==> src/rtl/mcpg_pkg.sv <==
// Shared types, constants and the point-order function of the circle generator.
// No dependencies.
package mcpg_pkg;

    localparam int COORD_BITS_DEF  = 12;
    localparam int RADIUS_BITS_DEF = 11;
    localparam int QUEUE_DEPTH_DEF = 2;

    // Eight points per step, indexed 0 to 7.
    localparam logic [2:0] LAST_PT = 3'd7;

    typedef struct packed {
        logic swap;   // offset along x uses the octant y and vice versa
        logic x_neg;  // subtract the x offset from the centre column
        logic y_neg;  // subtract the y offset from the centre row
    } t_pt_ctl;

    typedef struct packed {
        logic full;
        logic empty;
    } t_fifo_stat;

    // Order: (+x,-y) (+x,+y) (-x,-y) (-x,+y) (+y,-x) (+y,+x) (-y,-x) (-y,+x)
    function automatic t_pt_ctl point_ctl(input logic [2:0] k);
        t_pt_ctl c;
        c.swap  = k[2];
        c.x_neg = k[1];
        c.y_neg = ~k[0];
        return c;
    endfunction

endpackage

==> src/rtl/mcpg_front.sv <==
// Front end: takes input items, holds the octant state and computes one step.
// Depends on mcpg_pkg.
module mcpg_front #(
    parameter int COORD_BITS  = mcpg_pkg::COORD_BITS_DEF,
    parameter int RADIUS_BITS = mcpg_pkg::RADIUS_BITS_DEF
) (
    input  logic                   i_clk,
    input  logic                   i_rst_n,
    input  logic                   i_accept,
    input  logic                   i_start,
    input  logic [COORD_BITS-1:0]  i_cx,
    input  logic [COORD_BITS-1:0]  i_cy,
    input  logic [RADIUS_BITS-1:0] i_radius,
    output logic                   o_push,
    output logic [COORD_BITS-1:0]  o_cx,
    output logic [COORD_BITS-1:0]  o_cy,
    output logic [RADIUS_BITS-1:0] o_x,
    output logic [RADIUS_BITS-1:0] o_y,
    output logic                   o_done
);
    import mcpg_pkg::*;

    localparam int XW = RADIUS_BITS + 2;
    localparam int EW = RADIUS_BITS + 4;
    localparam logic signed [XW-1:0] ONE_X = XW'(1);
    localparam logic signed [XW-1:0] TWO_X = XW'(2);
    localparam logic signed [EW-1:0] ONE_E = EW'(1);

    logic [COORD_BITS-1:0]  r_cx, n_cx, r_cy, n_cy;
    logic signed [XW-1:0]   r_diam, n_diam, r_x, n_x, r_y, n_y, r_xi, n_xi, r_yi, n_yi;
    logic signed [EW-1:0]   r_err, n_err;
    logic                   r_active, n_active;

    logic [COORD_BITS-1:0]  l_cx, l_cy;
    logic signed [XW-1:0]   l_diam, l_x, l_y, l_xi, l_yi, s_x, s_y, s_xi, s_yi;
    logic signed [EW-1:0]   l_err, s_err;
    logic                   l_active, emit, done;

    always_comb begin
        // State seen by this item: freshly loaded on a start, else as stored.
        if (i_start) begin
            l_cx   = i_cx;
            l_cy   = i_cy;
            l_diam = $signed({1'b0, i_radius, 1'b0});
            l_x    = $signed({2'b00, i_radius}) - ONE_X;
            l_y    = '0;
            l_xi   = ONE_X;
            l_yi   = ONE_X;
            l_err  = ONE_E - EW'(l_diam);
        end else begin
            l_cx   = r_cx;
            l_cy   = r_cy;
            l_diam = r_diam;
            l_x    = r_x;
            l_y    = r_y;
            l_xi   = r_xi;
            l_yi   = r_yi;
            l_err  = r_err;
        end
        l_active = i_start | r_active;
        emit     = l_active && (l_x >= l_y);

        s_x   = l_x;
        s_y   = l_y;
        s_xi  = l_xi;
        s_yi  = l_yi;
        s_err = l_err;
        if (s_err <= 0) begin
            s_y   = l_y + ONE_X;
            s_err = l_err + EW'(l_yi);
            s_yi  = l_yi + TWO_X;
        end
        if (s_err > 0) begin
            s_x   = l_x - ONE_X;
            s_xi  = l_xi + TWO_X;
            s_err = s_err + EW'(s_xi) - EW'(l_diam);
        end
        done = s_x < s_y;

        n_cx     = r_cx;
        n_cy     = r_cy;
        n_diam   = r_diam;
        n_x      = r_x;
        n_y      = r_y;
        n_xi     = r_xi;
        n_yi     = r_yi;
        n_err    = r_err;
        n_active = r_active;
        if (i_accept) begin
            n_cx     = l_cx;
            n_cy     = l_cy;
            n_diam   = l_diam;
            n_x      = emit ? s_x : l_x;
            n_y      = emit ? s_y : l_y;
            n_xi     = emit ? s_xi : l_xi;
            n_yi     = emit ? s_yi : l_yi;
            n_err    = emit ? s_err : l_err;
            n_active = emit && !done;
        end
    end

    always_ff @(posedge i_clk) begin
        if (!i_rst_n) begin
            r_cx     <= '0;
            r_cy     <= '0;
            r_diam   <= '0;
            r_x      <= '0;
            r_y      <= '0;
            r_xi     <= ONE_X;
            r_yi     <= ONE_X;
            r_err    <= '0;
            r_active <= 1'b0;
        end else begin
            r_cx     <= n_cx;
            r_cy     <= n_cy;
            r_diam   <= n_diam;
            r_x      <= n_x;
            r_y      <= n_y;
            r_xi     <= n_xi;
            r_yi     <= n_yi;
            r_err    <= n_err;
            r_active <= n_active;
        end
    end

    // While a step is emitted 0 <= y <= x < radius, so the low bits carry it.
    assign o_push = i_accept && emit;
    assign o_cx   = l_cx;
    assign o_cy   = l_cy;
    assign o_x    = l_x[RADIUS_BITS-1:0];
    assign o_y    = l_y[RADIUS_BITS-1:0];
    assign o_done = done;

endmodule

==> src/rtl/mcpg_fifo.sv <==
// Short register queue of step records between the front and back ends.
// Depends on mcpg_pkg for the status struct.
module mcpg_fifo #(
    parameter int WIDTH = 8,
    parameter int DEPTH = mcpg_pkg::QUEUE_DEPTH_DEF
) (
    input  logic                 i_clk,
    input  logic                 i_rst_n,
    input  logic                 i_push,
    input  logic [WIDTH-1:0]     i_data,
    input  logic                 i_pop,
    output logic [WIDTH-1:0]     o_data,
    output mcpg_pkg::t_fifo_stat o_stat
);
    import mcpg_pkg::*;

    localparam int AW = $clog2(DEPTH);

    logic [WIDTH-1:0] r_mem [DEPTH];
    logic [AW-1:0]    r_wr, n_wr, r_rd, n_rd;
    logic [AW:0]      r_cnt, n_cnt;
    logic             do_push, do_pop;

    assign o_stat.full  = r_cnt == (AW+1)'(DEPTH);
    assign o_stat.empty = r_cnt == '0;
    assign do_push      = i_push && !o_stat.full;
    assign do_pop       = i_pop && !o_stat.empty;
    assign o_data       = r_mem[r_rd];

    always_comb begin
        n_wr  = r_wr;
        n_rd  = r_rd;
        n_cnt = r_cnt;
        if (do_push) begin
            n_wr = (r_wr == AW'(DEPTH - 1)) ? '0 : r_wr + AW'(1);
        end
        if (do_pop) begin
            n_rd = (r_rd == AW'(DEPTH - 1)) ? '0 : r_rd + AW'(1);
        end
        if (do_push && !do_pop) begin
            n_cnt = r_cnt + (AW+1)'(1);
        end else if (do_pop && !do_push) begin
            n_cnt = r_cnt - (AW+1)'(1);
        end
    end

    always_ff @(posedge i_clk) begin
        if (!i_rst_n) begin
            r_wr  <= '0;
            r_rd  <= '0;
            r_cnt <= '0;
        end else begin
            r_wr  <= n_wr;
            r_rd  <= n_rd;
            r_cnt <= n_cnt;
        end
    end

    always_ff @(posedge i_clk) begin
        if (do_push) begin
            r_mem[r_wr] <= i_data;
        end
    end

endmodule

==> src/rtl/mcpg_back.sv <==
// Back end: turns one step record into eight symmetric points, one per cycle while the output is not stalled.
// Depends on mcpg_pkg.
module mcpg_back #(
    parameter int COORD_BITS  = mcpg_pkg::COORD_BITS_DEF,
    parameter int RADIUS_BITS = mcpg_pkg::RADIUS_BITS_DEF
) (
    input  logic                    i_clk,
    input  logic                    i_rst_n,
    input  logic                    i_empty,
    input  logic [COORD_BITS-1:0]   i_cx,
    input  logic [COORD_BITS-1:0]   i_cy,
    input  logic [RADIUS_BITS-1:0]  i_x,
    input  logic [RADIUS_BITS-1:0]  i_y,
    input  logic                    i_done,
    output logic                    o_pop,
    input  logic                    i_ready,
    output logic                    o_valid,
    output logic [COORD_BITS+1:0]   o_px,
    output logic [COORD_BITS+1:0]   o_py,
    output logic                    o_last,
    output logic                    o_circle_done
);
    import mcpg_pkg::*;

    localparam int OW = COORD_BITS + 2;
    localparam int SW = ((COORD_BITS > RADIUS_BITS) ? COORD_BITS : RADIUS_BITS) + 2;

    logic [2:0]    r_idx, n_idx;
    logic          r_valid, n_valid;
    logic [OW-1:0] r_px, r_py;
    logic          r_last, r_done;

    t_pt_ctl          ctl;
    logic             load;
    logic [SW-1:0]    off_a, off_b, cx_w, cy_w, px_w, py_w;

    always_comb begin
        ctl   = point_ctl(r_idx);
        off_a = SW'(ctl.swap ? i_y : i_x);
        off_b = SW'(ctl.swap ? i_x : i_y);
        cx_w  = SW'(i_cx);
        cy_w  = SW'(i_cy);
        px_w  = ctl.x_neg ? cx_w - off_a : cx_w + off_a;
        py_w  = ctl.y_neg ? cy_w - off_b : cy_w + off_b;

        load    = !i_empty && (!r_valid || i_ready);
        n_idx   = load ? r_idx + 3'd1 : r_idx;
        n_valid = load ? 1'b1 : (r_valid && !i_ready);
    end

    always_ff @(posedge i_clk) begin
        if (!i_rst_n) begin
            r_idx   <= '0;
            r_valid <= 1'b0;
        end else begin
            r_idx   <= n_idx;
            r_valid <= n_valid;
        end
    end

    always_ff @(posedge i_clk) begin
        if (load) begin
            r_px   <= px_w[OW-1:0];
            r_py   <= py_w[OW-1:0];
            r_last <= r_idx == LAST_PT;
            r_done <= (r_idx == LAST_PT) && i_done;
        end
    end

    assign o_pop         = load && (r_idx == LAST_PT);
    assign o_valid       = r_valid;
    assign o_px          = r_px;
    assign o_py          = r_py;
    assign o_last        = r_last;
    assign o_circle_done = r_done;

endmodule

==> src/rtl/midpoint_circle_point_generator_top.sv <==
// Path: the front end computes a step as the input transaction is accepted and writes it
// into the step queue, from which the output register loads the first point.
// Eight point transactions per step go out at one per cycle through the single output
// register while m_axis_tready is high; inputs are taken while the queue has room, and
// an input that draws nothing writes no record.
// Reset (i_rst_n, synchronous, active low) drops any circle, empties the queue and output.
module midpoint_circle_point_generator_top #(
    parameter int COORD_BITS  = mcpg_pkg::COORD_BITS_DEF,
    parameter int RADIUS_BITS = mcpg_pkg::RADIUS_BITS_DEF,
    parameter int QUEUE_DEPTH = mcpg_pkg::QUEUE_DEPTH_DEF
) (
    input  logic i_clk,
    input  logic i_rst_n,
    input  logic s_axis_tvalid,
    output logic s_axis_tready,
    // center_x, center_y, radius, zero padding
    input  logic [((2*COORD_BITS+RADIUS_BITS+7)/8)*8-1:0] s_axis_tdata,
    // start_req
    input  logic s_axis_tuser,
    output logic m_axis_tvalid,
    input  logic m_axis_tready,
    // point_x, point_y, zero padding
    output logic [((2*(COORD_BITS+2)+7)/8)*8-1:0] m_axis_tdata,
    output logic m_axis_tlast,
    // circle_done
    output logic m_axis_tuser
);
    import mcpg_pkg::*;

    localparam int OUT_TW = ((2*(COORD_BITS+2)+7)/8)*8;
    localparam int REC_W  = 2*COORD_BITS + 2*RADIUS_BITS + 1;

    logic                   in_accept, push, pop, f_done;
    logic [COORD_BITS-1:0]  f_cx, f_cy, b_cx, b_cy;
    logic [RADIUS_BITS-1:0] f_x, f_y, b_x, b_y;
    logic                   b_done;
    logic [REC_W-1:0]       q_in, q_out;
    t_fifo_stat             q_stat;
    logic [COORD_BITS+1:0]  px, py;

    assign s_axis_tready = !q_stat.full;
    assign in_accept     = s_axis_tvalid && s_axis_tready;

    mcpg_front #(
        .COORD_BITS  (COORD_BITS),
        .RADIUS_BITS (RADIUS_BITS)
    ) u_front (
        .i_clk    (i_clk),
        .i_rst_n  (i_rst_n),
        .i_accept (in_accept),
        .i_start  (s_axis_tuser),
        .i_cx     (s_axis_tdata[COORD_BITS-1:0]),
        .i_cy     (s_axis_tdata[2*COORD_BITS-1:COORD_BITS]),
        .i_radius (s_axis_tdata[2*COORD_BITS+RADIUS_BITS-1:2*COORD_BITS]),
        .o_push   (push),
        .o_cx     (f_cx),
        .o_cy     (f_cy),
        .o_x      (f_x),
        .o_y      (f_y),
        .o_done   (f_done)
    );

    assign q_in = {f_done, f_y, f_x, f_cy, f_cx};

    mcpg_fifo #(
        .WIDTH (REC_W),
        .DEPTH (QUEUE_DEPTH)
    ) u_fifo (
        .i_clk   (i_clk),
        .i_rst_n (i_rst_n),
        .i_push  (push),
        .i_data  (q_in),
        .i_pop   (pop),
        .o_data  (q_out),
        .o_stat  (q_stat)
    );

    assign {b_done, b_y, b_x, b_cy, b_cx} = q_out;

    mcpg_back #(
        .COORD_BITS  (COORD_BITS),
        .RADIUS_BITS (RADIUS_BITS)
    ) u_back (
        .i_clk         (i_clk),
        .i_rst_n       (i_rst_n),
        .i_empty       (q_stat.empty),
        .i_cx          (b_cx),
        .i_cy          (b_cy),
        .i_x           (b_x),
        .i_y           (b_y),
        .i_done        (b_done),
        .o_pop         (pop),
        .i_ready       (m_axis_tready),
        .o_valid       (m_axis_tvalid),
        .o_px          (px),
        .o_py          (py),
        .o_last        (m_axis_tlast),
        .o_circle_done (m_axis_tuser)
    );

    assign m_axis_tdata = OUT_TW'({py, px});

endmodule

==> config.mk <==
export PLATFORM = sky130hd
export DESIGN_NAME = midpoint_circle_point_generator_top
export DESIGN_NICKNAME = d
export VERILOG_FILES = /design/src/rtl/mcpg_pkg.sv /design/src/rtl/mcpg_front.sv /design/src/rtl/mcpg_fifo.sv /design/src/rtl/mcpg_back.sv /design/src/rtl/midpoint_circle_point_generator_top.sv
export SDC_FILE = /design/constraint.sdc
export NUM_CORES = 1
export LEC_CHECK = 0
export BUFFER_PORTS_ARGS = -buffer_cell sky130_fd_sc_hd__buf_2
export CAP_MARGIN = 25
export CORE_MARGIN = 1
export CORE_UTILIZATION = 55
export DETAILED_ROUTE_END_ITERATION = 10
export PLACE_DENSITY = 0.8
export SLEW_MARGIN = 40
export SYNTH_ARGS = -nofsm -noshare
export SYNTH_HDL_FRONTEND = slang
export SYNTH_HIERARCHICAL = 1
export SYNTH_SLANG_ARGS = --single-unit
==> constraint.sdc <==
create_clock -name i_clk -period 17.3 [get_ports i_clk]
set_input_delay 1.73 -clock i_clk [delete_from_list [all_inputs] [get_ports i_clk]]
set_output_delay 1.73 -clock i_clk [all_outputs]
set_load 0.02 [all_outputs]
==> results_tabular.tex, run 1 <==
\begin{tabular}{lr}
\hline
Metric & Value \\
\hline
\multicolumn{2}{l}{\textbf{Logic synthesis}} \\
\quad Adder-cell area share of the yosys netlist & 10.8\% \\
\quad Top post-synthesis cells by area & edfxtp\_1, dfxtp\_1, ha\_1 \\
\quad Synthesized flop and latch total & 238 \\
\quad Number of distinct library cells after synthesis & 86 \\
\quad Yosys warning total & 6 \\
\quad Number of cells produced by synthesis & 1,689 \\
\quad Area leader, netlist & edfxtp\_1 \\
\quad Post-synthesis share of cell area spent on xor and xnor gates & 6.41\% \\
\quad Share of flip-flops with an asynchronous set or reset & 0\% \\
\quad Number of enable flip-flop cells after synthesis & 124 \\
\quad Leading cell type by number of instances after synthesis & nand2\_1 \\
\quad Summed instance area of the synthesized netlist & 0.0159 mm² \\
\quad Combinational family with the most area after synthesis & simple AND/OR/NAND/NOR gates \\
\quad Prevailing post-synth register cell & edfxtp\_1 \\
\quad Portion of synthesized cell area occupied by the leading cell type & 23.5\% \\
\quad Area fraction in and, or, nand and nor cells after synthesis & 15.9\% \\
\quad Complex-gate fraction of the synthesized area & 15.1\% \\
\quad Synthesized area divided by synthesized cell count & 9.38 µm² \\
\quad Commonest cells in the synthesized netlist & nand2\_1, edfxtp\_1, nor2\_1, a21oi\_1, dfxtp\_1 \\
\quad Mux contribution to synthesized area & 8.70\% \\
\quad Fraction of the yosys area taken by sequential cells & 37.9\% \\
\multicolumn{2}{l}{\textbf{Placement}} \\
\quad Cell area after placement & 0.0165 mm² \\
\quad Count of input and output buffers & 71 \\
\quad Final HPWL DP & 27.3 mm \\
\quad Weighted congestion reported at the end of routability-driven placement & 0.957 \\
\multicolumn{2}{l}{\textbf{Run status}} \\
\quad Run status & finished clean \\
\multicolumn{2}{l}{\textbf{Final layout}} \\
\quad Layout Cell Area excl Fill & 0.0174 mm² \\
\quad Nets & 1,891 \\
\quad Filler Cells Inserted & 2,320 \\
\quad Share of cells above drive strength 1 & 13.9\% \\
\quad Relative area change from synthesis to final layout & 9.73\% \\
\multicolumn{2}{l}{\textbf{Routing}} \\
\quad Count of antenna-violating nets left after detailed routing & 0 \\
\quad Detailed Route Iter0 Violations & 1,301 \\
\quad Vias per cell & 6.01 \\
\quad Total wire length & 39.2 mm \\
\quad Residual DRC & 0 \\
\quad Number of optimization iterations in the first detailed-route pass & 8 \\
\quad Post-detailed-route wirelength per cell & 18.5 µm \\
\quad Detailed-route via count & 12,700 \\
\multicolumn{2}{l}{\textbf{Clock tree}} \\
\quad Hold buffer count at CTS & 0 \\
\quad Root buffer cell & clkbuf\_16 \\
\quad CTS-repair resized insts & 0 \\
\quad CTS buffer count & 26 \\
\quad Count of buffers added by post-CTS timing repair for setup & 0 \\
\quad Clock tree from TritonCTS & built \\
\quad Number of clock sinks & 238 \\
\quad Clock tree buffer depth & 3 \\
\quad Clock transition time at the flip-flop clock pins of the worst setup and hold paths & 60 ps \\
\quad Number of H-tree levels & 1 \\
\quad Clock insertion delay at the later pin of the skew report & 550 ps \\
\multicolumn{2}{l}{\textbf{Power and ir drop}} \\
\quad Power density over the cells & 98.8 mW/mm² \\
\quad Pleak & 0.00686 µW \\
\quad Worst voltage drop across the vdd grid & 0.0000837 V \\
\multicolumn{2}{l}{\textbf{Setup path}} \\
\quad Data required time at the worst endpoint & 17,730 ps \\
\quad Slowest stage delay, CP & 750 ps \\
\quad Peak fanout along the critical path & 60 \\
\quad Worst Path Class, Setup & in2reg \\
\quad CP max stage cell & buf\_4 \\
\quad Worst EP arrival & 9330 ps \\
\quad Category of the worst setup path capture point & register \\
\quad Critical path launch point type & input port \\
\multicolumn{2}{l}{\textbf{Die}} \\
\quad Boundary Pins & 81 \\
\quad Horizontal extent of the die & 172 µm \\
\quad CORE AREA & 0.0281 mm² \\
\quad Chip Height & 172 µm \\
\quad Die footprint & 0.0295 mm² \\
\quad Number of core rows & 61 \\
\quad Starting Density & 56.4\% \\
\multicolumn{2}{l}{\textbf{Timing}} \\
\quad Pin slew with the least headroom to its limit & 822 ps \\
\quad Max transition margin & 45.2\% \\
\quad Final cycle utilization of the critical path & 51.4\% \\
\quad Final min period & 8900 ps \\
\quad Setup Skew & 15.8 ps \\
\quad Total negative slack for setup checks & 0 ps \\
\quad \# setup viols final & 0 \\
\quad Upper clock frequency limit & 0.112 GHz \\
\quad RSZ-0062 raised after global routing & no \\
\quad Count of endpoints failing hold in the final timing report & 0 \\
\quad Number of pins exceeding their max-slew limit in the final report & 0 \\
\multicolumn{2}{l}{\textbf{GRT}} \\
\quad Vias in the first global route & 12,300 \\
\quad Total global routing overflow & 0 \\
\quad Pin count of the biggest net entering global routing & 80 \\
\quad Global-route wire length before repair & 62.1 mm \\
\quad Initial antenna violation count & 1 \\
\quad GRT Overall Usage & 26.6\% \\
\multicolumn{2}{l}{\textbf{Run}} \\
\quad Max-cap check violation count & 0 \\
\multicolumn{2}{l}{\textbf{Hold path}} \\
\quad Hold WC Path Type & reg2reg \\
\hline
\end{tabular}
==> area by class of cell <==
class	count	area (µm²)	share of cell area, %
Clock inverter	21	253	1.45
Inverter	105	394	2.27
Tap cell	378	473	2.72
Antenna cell	2	5.00	0.0288
Multi-Input combinational cell	1262	9070	52.1
Clock buffer	27	654	3.76
Timing Repair Buffer	87	537	3.09
Sequential cell	238	6010	34.5
==> logic make-up after synthesis <==
kind of cell    Yosys count
buf+inv                 192
other cells               1
xor+xnor                116
mux                     128
fa+ha+maj               126
compound gates          364
simple gates            524
flops                   238
==> cells in the final DEF (no fill, tap or decap), drive strengths merged, types with 6 or more instances in the layout <==
cell type  netlist  layout
buf             33      87
edfxtp         124     124
a211oi          17      17
nor2           124     124
and3            22      22
clkinv           1      15
mux2            78      78
nand3           38      38
or2             10      10
o31ai           12      12
nand2b          16      16
nor4            10      10
a22oi           10      10
a2111oi          7       7
a21o            18      18
dfxtp          114     114
mux2i           50      50
o21a            17      17
a21boi          15      15
a21oi          117     117
xor2            38      38
nor2b           38      38
o211ai          10      10
clkbuf          54      27
nor3            26      26
ha             107     107
o311ai           6       6
o221ai           9       9
fa              19      19
o21ai           71      71
nand2          182     182
or3              7       7
xnor2           78      78
inv            104     105
a31oi           12      12
nand4           15      15
and2            13      13
==> where the power goes <==
group / internal (µW) / switching [µW]
clock network: 351 / 240
registers: 647 / 22.1
logic: 180 / 278
==> worst max-delay path, delay by kind of cell <==
kind	cells	cell delay, ps
compound gates	16	3630
fa+ha+maj	2	510
simple gates	7	1350
xor+xnor	1	130
buf+inv	4	1850
==> metrics by stage <==
stage | worst slack [ps] | cells | hold slack (ps) | power, µW | util (%)
finish | 8400 | 2120 | 439 | 1720 | 61.9
global route | 7880 | 2118 | 465 | 1800 | 61.9
CTS | 8510 | 2118 | 443 | 1720 | 61.9
detailed placement | 7950 | 2070 | 427 | 1130 | 58.7
global placement | 7980 | 2066 | 421 | 1110 | 58.3
floorplan | 7960 | 1692 | 409 | 1020 | -
==> registers in the layout, summed over array words and instances (netlist names), 2 cells and up, named ones only <==
signal          cells
u_front/r_err      15
u_front/r_xi       13
u_back/r_idx        3
u_front/r_y        13
u_front/r_diam     13
u_front/r_x        13
u_fifo/r_mem       94
u_fifo/r_cnt        2
u_back/o_px        14
u_front/r_cy       12
u_front/r_cx       12
u_back/o_py        14
u_front/r_yi       13
==> final timing paths <==
path                                 from                       endpoint  slack [ps]  cells past startpoint
max reg2reg  u_front/r_yi[0]$_SDFFE_PN1P_  u_front/r_active$_SDFFE_PN0P_       10750                     26
min reg2reg  u_front/r_yi[0]$_SDFFE_PN1P_   u_front/r_yi[0]$_SDFFE_PN1P_         440                      1
max                          s_axis_tuser  u_front/r_active$_SDFFE_PN0P_        8400                     30
min          u_front/r_yi[0]$_SDFFE_PN1P_   u_front/r_yi[0]$_SDFFE_PN1P_         440                      1
==> routing by layer <==
metal | share of wire [%] | GRT usage, %
met5 | 0 | 0
met4 | 4.3 | 12.5
met3 | 6.2 | 3.68
met2 | 48 | 46.1
met1 | 42 | 32.6
Power figures use the tool's default switching activity.
==> run 2: changes to the inputs <==
--- a/config.mk
+++ b/config.mk
@@ -10,7 +10,7 @@
 export CORE_MARGIN = 1
 export CORE_UTILIZATION = 55
 export DETAILED_ROUTE_END_ITERATION = 10
-export PLACE_DENSITY = 0.8
+export PLACE_DENSITY = 0.83
 export SLEW_MARGIN = 40
 export SYNTH_ARGS = -nofsm -noshare
 export SYNTH_HDL_FRONTEND = slang
==> constraint.sdc (replaced) <==
create_clock -name i_clk -period 7.4 [get_ports i_clk]
set_input_delay 0.74 -clock i_clk [delete_from_list [all_inputs] [get_ports i_clk]]
set_output_delay 0.74 -clock i_clk [all_outputs]
set_load 0.02 [all_outputs]
==> results_tabular.tex, run 2 (same netlist as run 1, synthesis figures left out) <==
\begin{tabular}{lr}
\hline
Metric & Value \\
\hline
\multicolumn{2}{l}{\textbf{Routing}} \\
\quad Vias per cell & 5.94 \\
\quad Residual DRC & 0 \\
\quad Count of antenna-violating nets left after detailed routing & 0 \\
\quad Detailed-route via count & 12,600 \\
\quad Detailed Route Iter0 Violations & 981 \\
\quad Total wire length & 38.6 mm \\
\quad Post-detailed-route wirelength per cell & 18.2 µm \\
\quad Number of optimization iterations in the first detailed-route pass & 6 \\
\multicolumn{2}{l}{\textbf{Die}} \\
\quad Starting Density & 56.4\% \\
\quad CORE AREA & 0.0281 mm² \\
\quad Chip Height & 172 µm \\
\quad Number of core rows & 61 \\
\quad Boundary Pins & 81 \\
\quad Die footprint & 0.0295 mm² \\
\quad Horizontal extent of the die & 172 µm \\
\multicolumn{2}{l}{\textbf{GRT}} \\
\quad GRT Overall Usage & 26.0\% \\
\quad Global-route wire length before repair & 60.9 mm \\
\quad Total global routing overflow & 0 \\
\quad Vias in the first global route & 12,100 \\
\quad Pin count of the biggest net entering global routing & 80 \\
\quad Initial antenna violation count & 1 \\
\multicolumn{2}{l}{\textbf{Setup path}} \\
\quad Worst Path Class, Setup & in2reg \\
\quad Data required time at the worst endpoint & 7820 ps \\
\quad Peak fanout along the critical path & 11 \\
\quad Slowest stage delay, CP & 560 ps \\
\quad CP max stage cell & or4\_1 \\
\quad Worst EP arrival & 6980 ps \\
\quad Critical path launch point type & input port \\
\quad Category of the worst setup path capture point & register \\
\multicolumn{2}{l}{\textbf{Clock tree}} \\
\quad CTS-repair resized insts & 0 \\
\quad CTS buffer count & 26 \\
\quad Clock insertion delay at the later pin of the skew report & 550 ps \\
\quad Hold buffer count at CTS & 0 \\
\quad Number of clock sinks & 238 \\
\quad Root buffer cell & clkbuf\_16 \\
\quad Number of H-tree levels & 1 \\
\quad Count of buffers added by post-CTS timing repair for setup & 0 \\
\quad Clock tree from TritonCTS & built \\
\quad Clock transition time at the flip-flop clock pins of the worst setup and hold paths & 70 ps \\
\quad Clock tree buffer depth & 3 \\
\multicolumn{2}{l}{\textbf{Placement}} \\
\quad Placed cell count & 2,078 \\
\quad Final HPWL DP & 27.5 mm \\
\quad Weighted congestion reported at the end of routability-driven placement & 0.944 \\
\quad Count of input and output buffers & 71 \\
\multicolumn{2}{l}{\textbf{Final layout}} \\
\quad Post-layout utilization of the core & 61.9\% \\
\quad Share of cells above drive strength 1 & 14.1\% \\
\quad Most common cell after layout, fill and taps aside & nand2\_1 \\
\quad Nets & 1,899 \\
\quad Non-filler cells, final & 2,127 \\
\quad Most flops, register & u\_fifo/r\_mem \\
\quad Largest regs & u\_fifo/r\_mem: 94 flops, u\_front/r\_err: 15 flops \\
\quad Top library cells by usage in the layout, fill and taps aside & nand2\_1, edfxtp\_1, nor2\_1, a21oi\_1, dfxtp\_1 \\
\quad Number of flip-flops in the largest register & 94 \\
\quad Relative area change from synthesis to final layout & 9.73\% \\
\multicolumn{2}{l}{\textbf{Timing}} \\
\quad Total negative slack for setup checks & 0 ps \\
\quad RSZ-0062 raised after global routing & no \\
\quad Setup Skew & 19.3 ps \\
\quad Number of pins exceeding their max-slew limit in the final report & 0 \\
\quad Max transition margin & 50.5\% \\
\quad \# setup viols final & 0 \\
\quad Pin slew with the least headroom to its limit & 742 ps \\
\quad Final min period & 6560 ps \\
\quad Upper clock frequency limit & 0.152 GHz \\
\quad Final cycle utilization of the critical path & 88.7\% \\
\quad Count of endpoints failing hold in the final timing report & 0 \\
\multicolumn{2}{l}{\textbf{Hold path}} \\
\quad Hold WC Path Type & in2reg \\
\multicolumn{2}{l}{\textbf{Power and ir drop}} \\
\quad Power density over the cells & 225 mW/mm² \\
\quad Total chip power & 3910 µW \\
\quad Worst voltage drop across the vdd grid & 0.000165 V \\
\quad Pleak & 0.00686 µW \\
\multicolumn{2}{l}{\textbf{Run status}} \\
\quad Run status & finished clean \\
\multicolumn{2}{l}{\textbf{Run}} \\
\quad Max-cap check violation count & 0 \\
\hline
\end{tabular}
[run 2: final cells by class]
class                   instances  area (µm²)
clock buffers                  29         672
inverters                     105         394
multi-input cells            1262        9080
repair buffers                 95         589
clock inverters                18         168
diodes                          2        5.00
well taps                     378         473
flip-flops and latches        238        6010
fillers                      2284       10700
[run 2: stage by stage]
| step | setup WS, ps | hold slack, ps | cell area [µm²] |
|---|---|---|---|
| final | 837 | 441 | 17400 |
| after global routing | 514 | 444 | 17400 |
| after CTS | 960 | 433 | 17400 |
| after detailed placement | 424 | 430 | 16500 |
| after global placement | 456 | 420 | 16500 |
| after floorplan | 51.8 | 409 | 15900 |
[run 2: worst paths after layout]
check	startpoint	endpoint	slack, ps	cells past startpoint
worst max-delay path	s_axis_tdata[26]	u_front/r_active$_SDFFE_PN0P_	840	30
worst min-delay path	s_axis_tdata[13]	u_front/r_cy[1]$_SDFFE_PN0P_	440	3
worst max register to register	u_front/r_err[1]$_SDFFE_PN0P_	u_front/r_err[14]$_SDFFE_PN0P_	1230	20
worst min register to register	u_front/r_xi[0]$_SDFFE_PN1P_	u_front/r_xi[0]$_SDFFE_PN1P_	450	1
[run 2: per-layer routing]
metal  vias up  track usage, %  part of all wire (%)
met2       449            45.3                    47
met3       104            3.01                   6.0
li1       6083               -                     -
met1      5992            32.6                    43
met5         -               0                     0
met4         0            10.9                   4.0
[run 2: report_power, final]
group	internal, µW	switching, µW	leakage (µW)	total, µW
Clock	728	553	0.000402	1280
Sequential	1510	41.5	0.00209	1550
Combinational	426	652	0.00437	1080
[run 2: critical path, delay by kind of cell]
| family | cells | cell delay (ps) |
|---|---|---|
| AOI/OAI and AO/OA | 12 | 2360 |
| xor gates and xnor gates | 2 | 230 |
| muxes | 1 | 330 |
| adders and majority gates | 2 | 560 |
| and+or+nand+nor | 11 | 2380 |
| buffers and inverters | 2 | 370 |
